===== config.mk =====
export PLATFORM = sky130hd
export DESIGN_NAME = can_receive_dispatcher
export DESIGN_NICKNAME = d
export VERILOG_FILES = /design/src/rtl/crd_pkg.sv /design/src/rtl/crd_front.sv /design/src/rtl/crd_queue.sv /design/src/rtl/crd_back.sv /design/src/rtl/can_receive_dispatcher.sv
export SDC_FILE = /design/constraint.sdc
export NUM_CORES = 1
export LEC_CHECK = 0
export BUFFER_PORTS_ARGS = -buffer_cell sky130_fd_sc_hd__buf_4
export CAP_MARGIN = 20
export CORE_MARGIN = 4
export CORE_UTILIZATION = 40
export DETAILED_ROUTE_END_ITERATION = 8
export HOLD_SLACK_MARGIN = 0.1
export SLEW_MARGIN = 5
export SYNTH_ARGS = -nofsm -noshare
export SYNTH_HDL_FRONTEND = slang
export SYNTH_SLANG_ARGS = --single-unit

===== constraint.sdc =====
create_clock -name aclk -period 35.7 [get_ports aclk]
set_input_delay 10.71 -clock aclk [delete_from_list [all_inputs] [get_ports aclk]]
set_output_delay 10.71 -clock aclk [all_outputs]
set_load 0.05 [all_outputs]

===== src/rtl/crd_pkg.sv =====
// Shared types, constants and the float decode for the CAN receive dispatcher.
// Used by every module under rtl/; depends on nothing.
package crd_pkg;

    localparam int MAX_DATA_BYTES_DEF = 8;

    localparam logic [30:0] ID_THR_A = 31'd692;
    localparam logic [30:0] ID_THR_B = 31'd696;
    localparam logic [30:0] CMD_LO   = 31'd500;
    localparam logic [30:0] CMD_HI   = 31'd600;
    localparam logic [7:0]  TYPE_OK  = 8'd2;
    localparam logic [7:0]  CHAR_C   = 8'h43;
    localparam logic [7:0]  CHAR_R   = 8'h52;

    // Register indexes on the APB port (byte address is 4 * index)
    localparam logic [1:0] REG_MODE    = 2'd0;
    localparam logic [1:0] REG_PROP    = 2'd1;
    localparam logic [1:0] REG_TIMEOUT = 2'd2;
    localparam logic [1:0] REG_MINRATE = 2'd3;

    // Beat positions of the serial header
    localparam int SER_POS_C   = 0;
    localparam int SER_POS_R   = 1;
    localparam int SER_POS_IDH = 2;
    localparam int SER_POS_IDL = 3;
    localparam int SER_POS_DLC = 4;
    localparam int SER_HDR_LEN = 5;

    typedef enum logic [1:0] {
        MODE_THROTTLE = 2'd0,
        MODE_COMMAND  = 2'd1,
        MODE_SERIAL   = 2'd2,
        MODE_IGNORE   = 2'd3
    } mode_t;

    typedef enum logic [1:0] {
        KIND_FRAME   = 2'd0,
        KIND_SERIAL  = 2'd1,
        KIND_COMMAND = 2'd2,
        KIND_TICK    = 2'd3
    } kind_t;

    typedef struct packed {
        mode_t       mode;
        logic [7:0]  prop_number;
        logic [15:0] timeout_code;
        logic [15:0] min_rate;
    } cfg_t;

    // One queued job: the result kind, the serial payload and a snapshot of
    // the status counters as they stand after this item.
    typedef struct packed {
        kind_t       kind;
        logic [15:0] id_lo;
        logic [3:0]  dlc;
        logic [63:0] payload;
        logic [15:0] throttle;
        logic [15:0] rate_a;
        logic [15:0] rate_b;
        logic [15:0] rate_total;
        logic [15:0] unknown_ids;
        logic [15:0] bad_types;
    } entry_t;

    // Big-endian single to saturated int32, low 16 bits only.
    function automatic logic [15:0] float_to_s16(input logic [31:0] b);
        logic        neg;
        logic [7:0]  ex;
        logic [22:0] frac;
        logic [31:0] m;
        logic [31:0] mag;
        logic [7:0]  sh;
        logic [15:0] res;
        neg  = b[31];
        ex   = b[30:23];
        frac = b[22:0];
        m    = {8'd0, 1'b1, frac};
        mag  = '0;
        sh   = '0;
        if (ex == 8'hFF && frac != 23'd0) begin
            res = '0;
        end else if (ex < 8'd127) begin
            res = '0;
        end else if (ex >= 8'd158) begin
            res = neg ? 16'h0000 : 16'hFFFF;
        end else begin
            if (ex >= 8'd150) begin
                sh  = ex - 8'd150;
                mag = m << sh[2:0];
            end else begin
                sh  = 8'd150 - ex;
                mag = m >> sh[4:0];
            end
            res = neg ? (16'd0 - mag[15:0]) : mag[15:0];
        end
        return res;
    endfunction

endpackage


===== src/rtl/crd_front.sv =====
// Front end: accepts input beats, classifies them and updates the counters.
// Pushes one job per beat into the queue; depends on crd_pkg.
module crd_front import crd_pkg::*; #(
    parameter int MAX_DATA_BYTES = MAX_DATA_BYTES_DEF
) (
    input  logic         aclk,
    input  logic         aresetn,
    input  cfg_t         cfg,
    input  logic         s_tvalid,
    output logic         s_tready,
    input  logic [103:0] s_tdata,   // frame_id[30:0], length[34:31], payload[98:35]
    input  logic         s_tuser,   // func
    input  logic         q_full,
    output logic         push,
    output entry_t       push_entry
);

    localparam logic [3:0] DLC_MAX = 4'(MAX_DATA_BYTES);

    logic [15:0] count_a_reg, count_a_next;
    logic [15:0] count_b_reg, count_b_next;
    logic [15:0] rate_a_reg, rate_a_next;
    logic [15:0] rate_b_reg, rate_b_next;
    logic [15:0] total_reg, total_next;
    logic [15:0] thr_reg, thr_next;
    logic [15:0] unk_reg, unk_next;
    logic [15:0] bad_reg, bad_next;

    logic [30:0] frame_id;
    logic [3:0]  length;
    logic [63:0] payload;
    logic [3:0]  dlc;
    logic [16:0] sum;
    logic        accept;
    kind_t       kind;

    assign frame_id = s_tdata[30:0];
    assign length   = s_tdata[34:31];
    assign payload  = s_tdata[98:35];
    assign dlc      = (length > DLC_MAX) ? DLC_MAX : length;
    assign sum      = {1'b0, count_a_reg} + {1'b0, count_b_reg};

    assign s_tready = !q_full;
    assign accept   = s_tvalid && s_tready;
    assign push     = accept;

    always_comb begin
        count_a_next = count_a_reg;
        count_b_next = count_b_reg;
        rate_a_next  = rate_a_reg;
        rate_b_next  = rate_b_reg;
        total_next   = total_reg;
        thr_next     = thr_reg;
        unk_next     = unk_reg;
        bad_next     = bad_reg;
        kind         = KIND_FRAME;
        if (s_tuser) begin
            rate_a_next  = count_a_reg;
            rate_b_next  = count_b_reg;
            total_next   = sum[16] ? 16'hFFFF : sum[15:0];
            count_a_next = '0;
            count_b_next = '0;
            kind         = KIND_TICK;
        end else begin
            case (cfg.mode)
                MODE_THROTTLE: begin
                    if (frame_id == ID_THR_A || frame_id == ID_THR_B) begin
                        if (frame_id == ID_THR_A) begin
                            if (count_a_reg != 16'hFFFF) count_a_next = count_a_reg + 16'd1;
                        end else begin
                            if (count_b_reg != 16'hFFFF) count_b_next = count_b_reg + 16'd1;
                        end
                        if (payload[15:8] != TYPE_OK) begin
                            if (bad_reg != 16'hFFFF) bad_next = bad_reg + 16'd1;
                        end else begin
                            thr_next = float_to_s16({payload[39:32], payload[47:40],
                                                     payload[55:48], payload[63:56]});
                        end
                    end else begin
                        if (unk_reg != 16'hFFFF) unk_next = unk_reg + 16'd1;
                    end
                end
                MODE_COMMAND: begin
                    if (frame_id >= CMD_LO && frame_id < CMD_HI &&
                        (payload[7:0] == 8'd0 || payload[7:0] == cfg.prop_number)) begin
                        kind = KIND_COMMAND;
                    end
                end
                MODE_SERIAL: begin
                    kind = KIND_SERIAL;
                end
                default: begin
                    kind = KIND_FRAME;
                end
            endcase
        end
    end

    always_comb begin
        push_entry.kind        = kind;
        push_entry.id_lo       = frame_id[15:0];
        push_entry.dlc         = dlc;
        push_entry.payload     = payload;
        push_entry.throttle    = thr_next;
        push_entry.rate_a      = rate_a_next;
        push_entry.rate_b      = rate_b_next;
        push_entry.rate_total  = total_next;
        push_entry.unknown_ids = unk_next;
        push_entry.bad_types   = bad_next;
    end

    always_ff @(posedge aclk) begin
        if (!aresetn) begin
            count_a_reg <= '0;
            count_b_reg <= '0;
            rate_a_reg  <= '0;
            rate_b_reg  <= '0;
            total_reg   <= '0;
            thr_reg     <= '0;
            unk_reg     <= '0;
            bad_reg     <= '0;
        end else if (accept) begin
            count_a_reg <= count_a_next;
            count_b_reg <= count_b_next;
            rate_a_reg  <= rate_a_next;
            rate_b_reg  <= rate_b_next;
            total_reg   <= total_next;
            thr_reg     <= thr_next;
            unk_reg     <= unk_next;
            bad_reg     <= bad_next;
        end
    end

endmodule


===== src/rtl/crd_queue.sv =====
// Two-entry job queue between the front end and the beat generator.
// Depends on crd_pkg for the job type.
module crd_queue import crd_pkg::*; (
    input  logic   aclk,
    input  logic   aresetn,
    input  logic   push,
    input  entry_t push_entry,
    input  logic   pop,
    output logic   full,
    output logic   head_valid,
    output entry_t head
);

    entry_t     mem_reg [2];
    logic       wr_ptr_reg, wr_ptr_next;
    logic       rd_ptr_reg, rd_ptr_next;
    logic [1:0] cnt_reg, cnt_next;

    assign full       = (cnt_reg == 2'd2);
    assign head_valid = (cnt_reg != 2'd0);
    assign head       = mem_reg[rd_ptr_reg];

    always_comb begin
        wr_ptr_next = push ? !wr_ptr_reg : wr_ptr_reg;
        rd_ptr_next = pop ? !rd_ptr_reg : rd_ptr_reg;
        cnt_next    = cnt_reg + {1'b0, push} - {1'b0, pop};
    end

    always_ff @(posedge aclk) begin
        if (!aresetn) begin
            wr_ptr_reg <= 1'b0;
            rd_ptr_reg <= 1'b0;
            cnt_reg    <= '0;
        end else begin
            wr_ptr_reg <= wr_ptr_next;
            rd_ptr_reg <= rd_ptr_next;
            cnt_reg    <= cnt_next;
        end
    end

    always_ff @(posedge aclk) begin
        if (push) mem_reg[wr_ptr_reg] <= push_entry;
    end

endmodule


===== src/rtl/crd_back.sv =====
// Beat generator: turns queued jobs into output beats, one serial byte per beat.
// Holds the output register; depends on crd_pkg.
module crd_back import crd_pkg::*; #(
    parameter int MAX_DATA_BYTES = MAX_DATA_BYTES_DEF
) (
    input  logic         aclk,
    input  logic         aresetn,
    input  cfg_t         cfg,
    input  logic         head_valid,
    input  entry_t       head,
    output logic         pop,
    output logic         m_tvalid,
    input  logic         m_tready,
    // serial_byte[7:0], throttle_report[23:8], rate_a[39:24], rate_b[55:40],
    // rate_total[71:56], unknown_ids[87:72], bad_types[103:88]
    output logic [103:0] m_tdata,
    output logic [1:0]   m_tuser,   // kind[1:0]
    output logic         m_tlast
);

    localparam int CNT_W = $clog2(MAX_DATA_BYTES + SER_HDR_LEN);

    logic [CNT_W-1:0] cnt_reg, cnt_next;
    logic             m_tvalid_reg, m_tvalid_next;
    logic [103:0]     m_tdata_reg;
    logic [1:0]       m_tuser_reg;
    logic             m_tlast_reg;

    logic             load;
    logic             serial;
    logic             last_beat;
    logic [CNT_W-1:0] byte_idx;
    logic [63:0]      shifted;
    logic [7:0]       sbyte;
    logic [15:0]      report;

    assign serial    = (head.kind == KIND_SERIAL);
    assign last_beat = !serial ||
                       (cnt_reg == CNT_W'(head.dlc) + CNT_W'(SER_HDR_LEN - 1));
    assign load      = head_valid && (!m_tvalid_reg || m_tready);
    assign pop       = load && last_beat;
    assign byte_idx  = cnt_reg - CNT_W'(SER_HDR_LEN);
    assign shifted   = head.payload >> {byte_idx[2:0], 3'b000};
    assign report    = (head.rate_total <= cfg.min_rate) ? cfg.timeout_code : head.throttle;

    always_comb begin
        if (!serial) begin
            sbyte = '0;
        end else begin
            case (cnt_reg)
                CNT_W'(SER_POS_C):   sbyte = CHAR_C;
                CNT_W'(SER_POS_R):   sbyte = CHAR_R;
                CNT_W'(SER_POS_IDH): sbyte = head.id_lo[15:8];
                CNT_W'(SER_POS_IDL): sbyte = head.id_lo[7:0];
                CNT_W'(SER_POS_DLC): sbyte = {4'd0, head.dlc};
                default:             sbyte = shifted[7:0];
            endcase
        end
    end

    always_comb begin
        cnt_next      = cnt_reg;
        m_tvalid_next = m_tvalid_reg;
        if (load) begin
            m_tvalid_next = 1'b1;
            cnt_next      = last_beat ? '0 : cnt_reg + CNT_W'(1);
        end else if (m_tready) begin
            m_tvalid_next = 1'b0;
        end
    end

    always_ff @(posedge aclk) begin
        if (!aresetn) begin
            cnt_reg      <= '0;
            m_tvalid_reg <= 1'b0;
        end else begin
            cnt_reg      <= cnt_next;
            m_tvalid_reg <= m_tvalid_next;
        end
    end

    always_ff @(posedge aclk) begin
        if (load) begin
            m_tdata_reg <= {head.bad_types, head.unknown_ids, head.rate_total,
                            head.rate_b, head.rate_a, report, sbyte};
            m_tuser_reg <= head.kind;
            m_tlast_reg <= last_beat;
        end
    end

    assign m_tvalid = m_tvalid_reg;
    assign m_tdata  = m_tdata_reg;
    assign m_tuser  = m_tuser_reg;
    assign m_tlast  = m_tlast_reg;

endmodule


===== src/rtl/can_receive_dispatcher.sv =====
// Top level of the CAN receive dispatcher: APB registers, front end, job queue
// and beat generator. Depends on crd_pkg, crd_front, crd_queue and crd_back.
//
//   channel   direction  handshake                  payload
//   s_*       in         s_tvalid / s_tready        tdata: id, length, payload; tuser: func
//   m_*       out        m_tvalid / m_tready        tdata: serial_byte .. bad_types;
//                                                   tuser: kind; tlast: last
//   APB       in         psel & penable & pwrite    4 registers at byte addresses 0,4,8,12
//
// The front end takes one input beat per cycle while the two-entry queue has room.
// Ticks, throttle, command and ignored frames give one output beat; a serial frame
// gives 5 + DLC beats (up to 13), one per unstalled cycle, set by crd_back's beat counter.
// Reset is synchronous and active low; it clears the counters, queue and output valid.
// A stalled output holds its beat; the queue lets up to two more inputs in meanwhile.
module can_receive_dispatcher import crd_pkg::*; #(
    parameter int MAX_DATA_BYTES = MAX_DATA_BYTES_DEF
) (
    input  logic         aclk,
    input  logic         aresetn,
    input  logic         s_tvalid,
    output logic         s_tready,
    input  logic [103:0] s_tdata,   // frame_id[30:0], length[34:31], payload[98:35]
    input  logic         s_tuser,   // func
    output logic         m_tvalid,
    input  logic         m_tready,
    // serial_byte[7:0], throttle_report[23:8], rate_a[39:24], rate_b[55:40],
    // rate_total[71:56], unknown_ids[87:72], bad_types[103:88]
    output logic [103:0] m_tdata,
    output logic [1:0]   m_tuser,    // kind[1:0]
    output logic         m_tlast,    // last
    input  logic         psel,
    input  logic         penable,
    input  logic         pwrite,
    input  logic [3:0]   paddr,
    input  logic [31:0]  pwdata,
    output logic [31:0]  prdata,
    output logic         pready
);

    mode_t       mode_reg;
    logic [7:0]  prop_reg;
    logic [15:0] timeout_reg;
    logic [15:0] minrate_reg;
    cfg_t        cfg;
    logic        cfg_wr;

    logic        push;
    entry_t      push_entry;
    logic        q_full;
    logic        pop;
    logic        head_valid;
    entry_t      head;

    assign pready = 1'b1;
    assign cfg_wr = psel && penable && pwrite && pready;

    always_ff @(posedge aclk) begin
        if (!aresetn) begin
            mode_reg    <= MODE_THROTTLE;
            prop_reg    <= '0;
            timeout_reg <= '0;
            minrate_reg <= 16'd2;
        end else if (cfg_wr) begin
            case (paddr[3:2])
                REG_MODE:    mode_reg    <= mode_t'(pwdata[1:0]);
                REG_PROP:    prop_reg    <= pwdata[7:0];
                REG_TIMEOUT: timeout_reg <= pwdata[15:0];
                REG_MINRATE: minrate_reg <= pwdata[15:0];
                default:     mode_reg    <= mode_reg;
            endcase
        end
    end

    always_comb begin
        case (paddr[3:2])
            REG_MODE:    prdata = {30'd0, mode_reg};
            REG_PROP:    prdata = {24'd0, prop_reg};
            REG_TIMEOUT: prdata = {16'd0, timeout_reg};
            REG_MINRATE: prdata = {16'd0, minrate_reg};
            default:     prdata = '0;
        endcase
    end

    always_comb begin
        cfg.mode         = mode_reg;
        cfg.prop_number  = prop_reg;
        cfg.timeout_code = timeout_reg;
        cfg.min_rate     = minrate_reg;
    end

    crd_front #(
        .MAX_DATA_BYTES (MAX_DATA_BYTES)
    ) u_front (
        .aclk       (aclk),
        .aresetn    (aresetn),
        .cfg        (cfg),
        .s_tvalid   (s_tvalid),
        .s_tready   (s_tready),
        .s_tdata    (s_tdata),
        .s_tuser    (s_tuser),
        .q_full     (q_full),
        .push       (push),
        .push_entry (push_entry)
    );

    crd_queue u_queue (
        .aclk       (aclk),
        .aresetn    (aresetn),
        .push       (push),
        .push_entry (push_entry),
        .pop        (pop),
        .full       (q_full),
        .head_valid (head_valid),
        .head       (head)
    );

    crd_back #(
        .MAX_DATA_BYTES (MAX_DATA_BYTES)
    ) u_back (
        .aclk       (aclk),
        .aresetn    (aresetn),
        .cfg        (cfg),
        .head_valid (head_valid),
        .head       (head),
        .pop        (pop),
        .m_tvalid   (m_tvalid),
        .m_tready   (m_tready),
        .m_tdata    (m_tdata),
        .m_tuser    (m_tuser),
        .m_tlast    (m_tlast)
    );

endmodule

Yosys cells after proc, flatten, opt, wreduce, memory -nomap -nowiden --
Memories as Yosys holds them, arrays and structs flattened. A register that Yosys moved wholly into a read port is not among the register bits. Index checks and enable logic that the tools add are counted.
Storage, ports and cells: bits of input ports 148, latch bits 0, register bits 286, logic and storage cells 156, memory bits (writable) 364, memories 1, output and inout port bits 142, bits in read-only memories 0
Memories:
- u_queue.mem_reg | words 2, bits a word 182, rd ports 1, clocked after memory_dff 1, write ports 1, RTL line crd_queue.sv:14 | entry_t mem_reg [2];
Operators by class: add/sub/neg operators 13, order comparisons 7, bitwise gates (word level) 0, div/mod/pow operators 0, equal/unequal tests 22, mux-type cells 54, reductions and logical operators 35, multiply operators 0, shift-type cells 3
Operators with widths (count):
- two-way mux 16 bit | 41
- case mux 32 bit (4 select lines) | 1
- adder 16 x 1 -> 16 bit, second input constant | 4
- inequality test 16 bit, second input constant | 4
- right shift 64 x 6 -> 8 bit | 1
- == test 31 x 10 -> 1 bit, second input constant | 2
- case mux 8 bit (5 select lines) | 1
- greater-or-equal comparator 31 x 9 -> 1 bit, second input constant | 1
- < comparator 31 x 10 -> 1 bit, second input constant | 1
- << shifter 24 x 3 -> 16 bit | 1
- right shift 24 x 5 -> 16 bit | 1
- nonzero test 23 bit | 1
- adder 16 x 16 -> 17 bit | 1
- greater-or-equal comparator 8 bit, second input constant | 2
- <= comparator 16 bit | 1
- subtractor 1 x 16 -> 16 bit, first input constant | 1
- nonzero test 2 bit | 7
- AND reduction 5 bit | 2
- == test 2 bit, second input constant | 4
- == test 4 x 2 -> 1 bit, second input constant | 2
- == test 8 bit | 1
- == test 8 bit, second input constant | 1
- logical AND 1 bit | 8
- zero test 8 bit | 1
- 23 further kinds | 44

Logic depth before layout (Yosys ltp) --
Gate-level depths: netlist (run 1).
depth after elaboration 19, mapped depth 19, mapped depth without buffers 13

Modules after synthesis --
From an unflattened synthesis (run 1), not the netlist that was laid out.
Unflattened totals: cells, all modules 2599, area, all modules 31845.5 um^2
Modules (own cells, without submodules):
- crd_queue | instances 1, cells each 587, area each 13475.4 um^2, seq. area each 11030.6 um^2
- crd_front | instances 1, cells each 1424, area each 10956.8 um^2, seq. area each 2562.5 um^2
- crd_back | instances 1, cells each 374, area each 5322.6 um^2, seq. area each 3313.2 um^2
- can_receive_dispatcher | instances 1, cells each 214, area each 2090.8 um^2, seq. area each 840.8 um^2

Least setup slack after synthesis (run 1) --
No wires, ideal clock.
path type input-to-output, from input paddr[2], to output prdata[10], data arrival time 12.358 ns, required time 24.990 ns, stages on the path 4, path slack 12.632 ns, buffers on the path 2, path through clkbuf_1 clkbuf_1 mux2i_1 nor2b_1
Between the ends: cells in the longest elaborated chain, start to end 2, elaborated cells on any way between the ends 5, classes of those cells eq/ne (3); mux (1); reduce/logical (1)
Ends and longest elaborated chain:
- start: declaration | RTL line can_receive_dispatcher.sv:34 | input logic [3:0] paddr,
- == test 2 bit, or another cell as far along | RTL line can_receive_dispatcher.sv:75 | case (paddr[3:2])
- case mux 32 bit (4 select lines) * | RTL line can_receive_dispatcher.sv:75
- end: declaration | RTL line can_receive_dispatcher.sv:36 | output logic [31:0] prdata,
Mark *: on every way between the ends. The rest lies on a longest branch, timed or not. The select of a mux whose other input is x is not followed.

Worst setup path after layout (run 1) --
from input paddr[2], to output prdata[6]
Same word-level chain as after synthesis.

==> out/metrics.cfg, run 1 <==
[timing]
relSlewSlack_pct=30.05
post-route-period-util_pct=63.64
fin_hold_ws_ns=0.4454
setup_tns_ns=0
fmax_ghz=0.04402
hold_viol=0
min_period_ns=22.72
max_slew.worst_pin.slew_ns=1.040
grt_setup_unrepaired=no
slew_viol_final=0
finClkSkew_ns=0.02665
setup_viol=0

[worst_setup_path]
crit_fanout=22
cp.arrival_ns=12.01
startpoint=paddr[2]
crit_path_end_kind=output port
crit_slowest_cell=nor2b_1
required_ns=24.99
r2r_slack_ns=30.93
crit_top_cell=buf_4
slowest_delay_ns=0.51
r2r_end=u_back.m_tdata[14]$_DFFE_PP_
path_cells=buf_4 -> nor2b_1 -> a22o_1 -> buf_4
endpoint=prdata[6]
reg2regPathDepth=12
start_kind=primary input
critical_path_class=in -> out

[routing]
drtIter0Drc=1707
ant_nets=0
wirelength_microns=79470
drcViolationCount=0
routedWlPerCell_microns=21.54
vias=20400
vias_per_cell=5.527
dr.pass1.iters=8

[grt]
grt_max_degree=149
gr-usage-all-layers_pct=19.05
antenna_found_initial=0
grt-ovfl-total=0
grt_pass1_vias=20160
grt_pass1_wl_microns=121200

[die]
die_h_microns=284.7
io_pins=290
die_w_microns=284.7
start_util_pct=40.32
fp.dieArea_sq_um=81040
fp-row-count=101
coreArea_sq_um=75950

[synth]
yosysTopAreaCellShare_pct=46.19
ys_ff_latch=651
yosysSeqAreaShare_pct=57.96
yosys-top-cells-area=edfxtp_1 46%, dfxtp_1 12%, mux2_2 5.6%
synth_area_leader_cell=edfxtp_1
synth_ff_type=edfxtp_1
synth_warnings=0
async_flop_share_pct=0
yosysUniqueCellTypes=89
synth_edf_count=471
avgSynthCellArea_sq_um=12.81
syn-cell-area_sq_um=30620
synthCells=2391

[cts]
root_buffer=clkbuf_16
cts_buffer_depth=3
clkLatencyLatePin_ns=0.60
cts_max_level=3
clkSinkCount=651
path_clk_slew_ns=0.06
post_cts_buffers=0
cts_tree=built
cts_resized=0
cts_inserted_buffers=69
holdBufCountCts=0

[layout]
stdcell_area_sq_um=35740
drive_above_1_share_pct=24.59
syn_to_final_growth_pct=16.73
largest_reg_flops=364
fin_util_pct=47.06
n_antenna_cell=0
layout_common_cells=471 x edfxtp_1, 271 x buf_4, 254 x nand2_1
final_common_cell=edfxtp_1
final_nets=2804

[placement]
port_buffers=249
gp_congestion=0.9052
place_area_sq_um=33390
dp_hpwl_microns=54430

[pwr]
p_per_area_nw_per_um2=67.27
worst_ir_drop_vdd_v=0.00004416
leakage_nw=12.80
power_mw=2.404

[run_status]
status=finished clean

[worst_hold_path]
hold_path.class=reg -> reg

[job]
cap_viol_max_count=0

-- synthesized netlist by cell type, drive strengths merged (4+ instances only) --
master / instances
o22a: 15
nand4b: 16
a21oi: 58
nand2b: 11
and2: 34
clkbuf: 108
nor2b: 36
nand4: 27
a221oi: 4
nor3: 30
ha: 51
nand2: 255
nor4: 24
nor3b: 21
edfxtp: 471
mux4: 75
dfxtp: 180
o31a: 4
o2111ai: 18
o221a: 16
xnor2: 67
o21ai: 44
o211ai: 5
inv: 39
and3: 41
a21boi: 75
a31oi: 12
xor2: 38
a21o: 12
o21a: 12
and4: 4
a22oi: 5
buf: 44
or3: 19
nor2: 112
mux2: 151
a22o: 13
or2: 8
a211oi: 37
a41oi: 6
o22ai: 5
mux2i: 69
nand3: 73
-- per-stage QoR --
step                setup slack, ns  instances
detailed placement            13.01       3555
finish                        12.98       3690
floorplan                     12.63       2406
CTS                           13.00       3682
global placement              13.09       3554
global route                  12.88       3690
-- power by group --
group,total [mW],switching (mW),internal (mW)
clock network,0.694,0.297,0.397
logic,0.712,0.473,0.239
registers,0.999,0.0455,0.953
-- how the worst min path moves through the flow --
stage                                      from                                to  depth (start not counted)
3_5_place_dp    u_front.thr_reg[7]$_SDFFE_PN0P_   u_front.thr_reg[7]$_SDFFE_PN0P_                          2
6_report        u_front.thr_reg[9]$_SDFFE_PN0P_   u_front.thr_reg[9]$_SDFFE_PN0P_                          2
4_1_cts         u_front.thr_reg[9]$_SDFFE_PN0P_   u_front.thr_reg[9]$_SDFFE_PN0P_                          2
3_3_place_gp    u_front.thr_reg[9]$_SDFFE_PN0P_   u_front.thr_reg[9]$_SDFFE_PN0P_                          2
5_1_grt         u_front.thr_reg[9]$_SDFFE_PN0P_   u_front.thr_reg[9]$_SDFFE_PN0P_                          2
2_1_floorplan  u_front.thr_reg[10]$_SDFFE_PN0P_  u_front.thr_reg[10]$_SDFFE_PN0P_                          2
-- critical path, delay by kind of cell --
| kind | cells | cell delay (ns) |
|---|---|---|
| AOI/OAI and AO/OA | 1 | 0.28 |
| and+or+nand+nor | 1 | 0.51 |
| buffers and inverters | 2 | 0.50 |
-- routing by layer --
layer | vias up | wire, microns | GRT usage [%]
met3 | 106 | 5830 | 3.849
met1 | 10130 | 35800 | 27.10
met2 | 722 | 35930 | 29.64
met4 | 0 | 1904 | 5.618
met5 | - | 0 | 0
li1 | 9434 | - | -
-- cell families (layout without fill, tap and decap cells) --
family,Yosys count,count (layout),synth area share [%]
buffers and inverters,193,447,2.717
other,2,17,0.02453
AND/OR/NAND/NOR,718,718,11.69
AO/OA/AOI/OAI,375,375,9.088
XOR/XNOR,105,105,3.028
flip-flops,651,651,57.96
multiplexers,295,295,13.34
adder cells (fa/ha/maj),52,52,2.149
-- cell type report --
type	count	area (sq um)
Inverter	41	153.9
Fill cell	6693	40210
Timing Repair Buffer	279	2207
Sequential cell	651	17750
Tap cell	1030	1289
Clock buffer	95	1928
Multi-Input combinational cell	1562	12130
Clock inverter	32	280.3
(Power assumes the default switching activity.)
==> run 2, diff against run 1 <==
--- a/config.mk
+++ b/config.mk
@@ -5,6 +5,7 @@
 export SDC_FILE = /design/constraint.sdc
 export NUM_CORES = 1
 export LEC_CHECK = 0
+export ABC_AREA = 1
 export BUFFER_PORTS_ARGS = -buffer_cell sky130_fd_sc_hd__buf_4
 export CAP_MARGIN = 20
 export CORE_MARGIN = 4
==> constraint.sdc (replaced) <==
create_clock -name aclk -period 23.3 [get_ports aclk]
set_input_delay 6.99 -clock aclk [delete_from_list [all_inputs] [get_ports aclk]]
set_output_delay 6.99 -clock aclk [all_outputs]
set_load 0.05 [all_outputs]
==> out/metrics.cfg, run 2 <==
[run_status]
status=finished clean

[timing]
hold_viol=0  ; unchanged
setup_tns_ns=0  ; unchanged
relSlewSlack_pct=28.22  ; -1.8 points
max_slew.worst_pin.slew_ns=1.077  ; +0.03692 ns
grt_setup_unrepaired=no
setup_viol=0  ; unchanged
fmax_ghz=0.06397
post-route-period-util_pct=67.09
min_period_ns=15.63
finClkSkew_ns=0.04011  ; +0.01346 ns
slew_viol_final=0  ; unchanged

[pwr]
leakage_nw=14.14  ; +10%
worst_ir_drop_vdd_v=0.0001218  ; +180%
p_per_area_nw_per_um2=116.8  ; +74%

[cts]
clkSinkCount=651  ; unchanged
cts_buffer_depth=3  ; unchanged
cts_tree=built
cts_max_level=3  ; unchanged
cts_resized=0  ; unchanged
holdBufCountCts=0  ; unchanged
path_clk_slew_ns=0.06  ; about the same
post_cts_buffers=0  ; unchanged
clkLatencyLatePin_ns=0.63  ; +0.03 ns
cts_inserted_buffers=73  ; +5.8%
root_buffer=clkbuf_16

[synth]
syn-cell-area_sq_um=30200  ; -1.4%
synth_ff_type=edfxtp_1
yosysUniqueCellTypes=66  ; -26%
yosysSeqAreaShare_pct=58.76  ; +0.80 points
synth_edf_count=471  ; unchanged
yosys-top-cells-area=edfxtp_1 47%, dfxtp_1 12%, nand2_1 8.9%
avgSynthCellArea_sq_um=9.376  ; -27%
synth_commonest_cells=717 x nand2_1, 471 x edfxtp_1, 286 x inv_1
synth_warnings=0  ; unchanged
synthCells=3221  ; +35%
ys_ff_latch=651  ; unchanged
synth_most_common_cell=nand2_1
yosysTopAreaCellShare_pct=46.83  ; +0.64 points
async_flop_share_pct=0  ; unchanged
synth_area_leader_cell=edfxtp_1

[worst_setup_path]
cp.arrival_ns=8.64  ; -3.37 ns
critical_path_class=in -> out
required_ns=16.31  ; -8.68 ns
start_kind=primary input
crit_fanout=13  ; -41%
crit_path_end_kind=output port

[routing]
dr.pass1.iters=5  ; -3
vias=23150  ; +14%
vias_per_cell=5.205  ; -5.8%
drcViolationCount=0  ; unchanged
routedWlPerCell_microns=18.54  ; -14%
wirelength_microns=82480  ; +3.8%
ant_nets=0  ; unchanged
drtIter0Drc=2087  ; +22%

[grt]
gr-usage-all-layers_pct=20.15  ; +1.1 points
grt-ovfl-total=0  ; unchanged
grt_pass1_vias=21180  ; +5.1%
grt_max_degree=128  ; -14%
grt_pass1_wl_microns=125200  ; +3.3%
antenna_found_initial=4  ; +4

[die]
coreArea_sq_um=74700  ; -1.6%
die_h_microns=282.8  ; -0.67%
fp.dieArea_sq_um=79960  ; -1.3%
io_pins=290  ; unchanged
fp-row-count=100  ; -0.99%
start_util_pct=40.43  ; +0.11 points
die_w_microns=282.8  ; -0.67%

[job]
cap_viol_max_count=0  ; unchanged

[placement]
port_buffers=249  ; unchanged
gp_congestion=0.9045  ; about the same
dp_hpwl_microns=54450  ; about the same

[worst_hold_path]
hold_path.class=reg -> reg

[layout]
drive_above_1_share_pct=13.21  ; -11 points
syn_to_final_growth_pct=16.42
layout_common_cells=716 x nand2_1, 471 x edfxtp_1, 285 x inv_1
final_common_cell=nand2_1
final_nets=3614  ; +29%
fin_util_pct=47.07  ; about the same
largest_reg_flops=364  ; unchanged

## run 2: final timing paths
kind	from	endpoint	cells after the start	slack, ns
worst min-delay path	u_front.rate_a_reg[2]$_SDFFE_PN0P_	u_front.rate_a_reg[2]$_SDFFE_PN0P_	2	0.45
worst max register to register	flop	u_queue.cnt_reg[1]$_SDFF_PN0_	14	18.48
worst min register to register	u_front.rate_a_reg[2]$_SDFFE_PN0P_	u_front.rate_a_reg[2]$_SDFFE_PN0P_	2	0.45
worst max-delay path	paddr[2]	prdata[1]	7	7.67
## run 2: kinds of logic (layout without fill, tap and decap cells)
family	count (synthesis)	count (layout)	synth area share (%)
xor+xnor	54	54	1.566
compound gates	624	624	11.60
flops	651	651	58.76
fa+ha+maj	52	52	2.179
simple gates	1371	1371	19.50
other cells	2	21	0.02487
buf+inv	467	706	6.360
## run 2: stage by stage
stage	power, mW	hold slack (ns)	setup slack, ns	area [sq um]	std cells
after floorplan	2.582	0.4244	7.525	30260	3236
after global placement	3.004	0.4230	7.701	32770	4308
after detailed placement	3.013	0.4395	7.688	32770	4308
after CTS	4.158	0.4488	7.682	35150	4444
after global routing	4.326	0.4658	7.555	35160	4447
final	4.108	0.4467	7.669	35160	4448
## run 2: area by class of cell
class                      instances  area [sq um]
fill                            7042         39540
clock buffer                      96          1976
antenna                            4         10.01
clock inverter                    40         400.4
multi-input combinational       2118         10630
tap                              969          1212
sequential                       651         17750
timing repair buffer             269          2044
inverter                         301          1135
## run 2: metal layers
metal	wire length (microns)	global-route usage (%)	up-vias	share of wire, %
met3	5301	3.455	108	6.4
met1	39000	29.84	10940	47
met2	36210	30.50	700	44
met5	13	0	-	0.016
li1	-	-	11410	-
met4	1948	5.943	2	2.4
## run 2: critical path: stages
cell	delay, ns
buf_4	0.12
nor2_1	0.36
inv_1	0.36
o22ai_1	0.21
a21oi_1	0.07
o21ai_0	0.23
buf_4	0.29
## run 2: power by group
| part | internal [mW] | switching, mW | total (mW) |
|---|---|---|---|
| combinational | 0.342 | 1.00 | 1.34 |
| clock | 0.652 | 0.479 | 1.13 |
| sequential | 1.54 | 0.0915 | 1.63 |
| total | 2.54 | 1.57 | 4.11 |
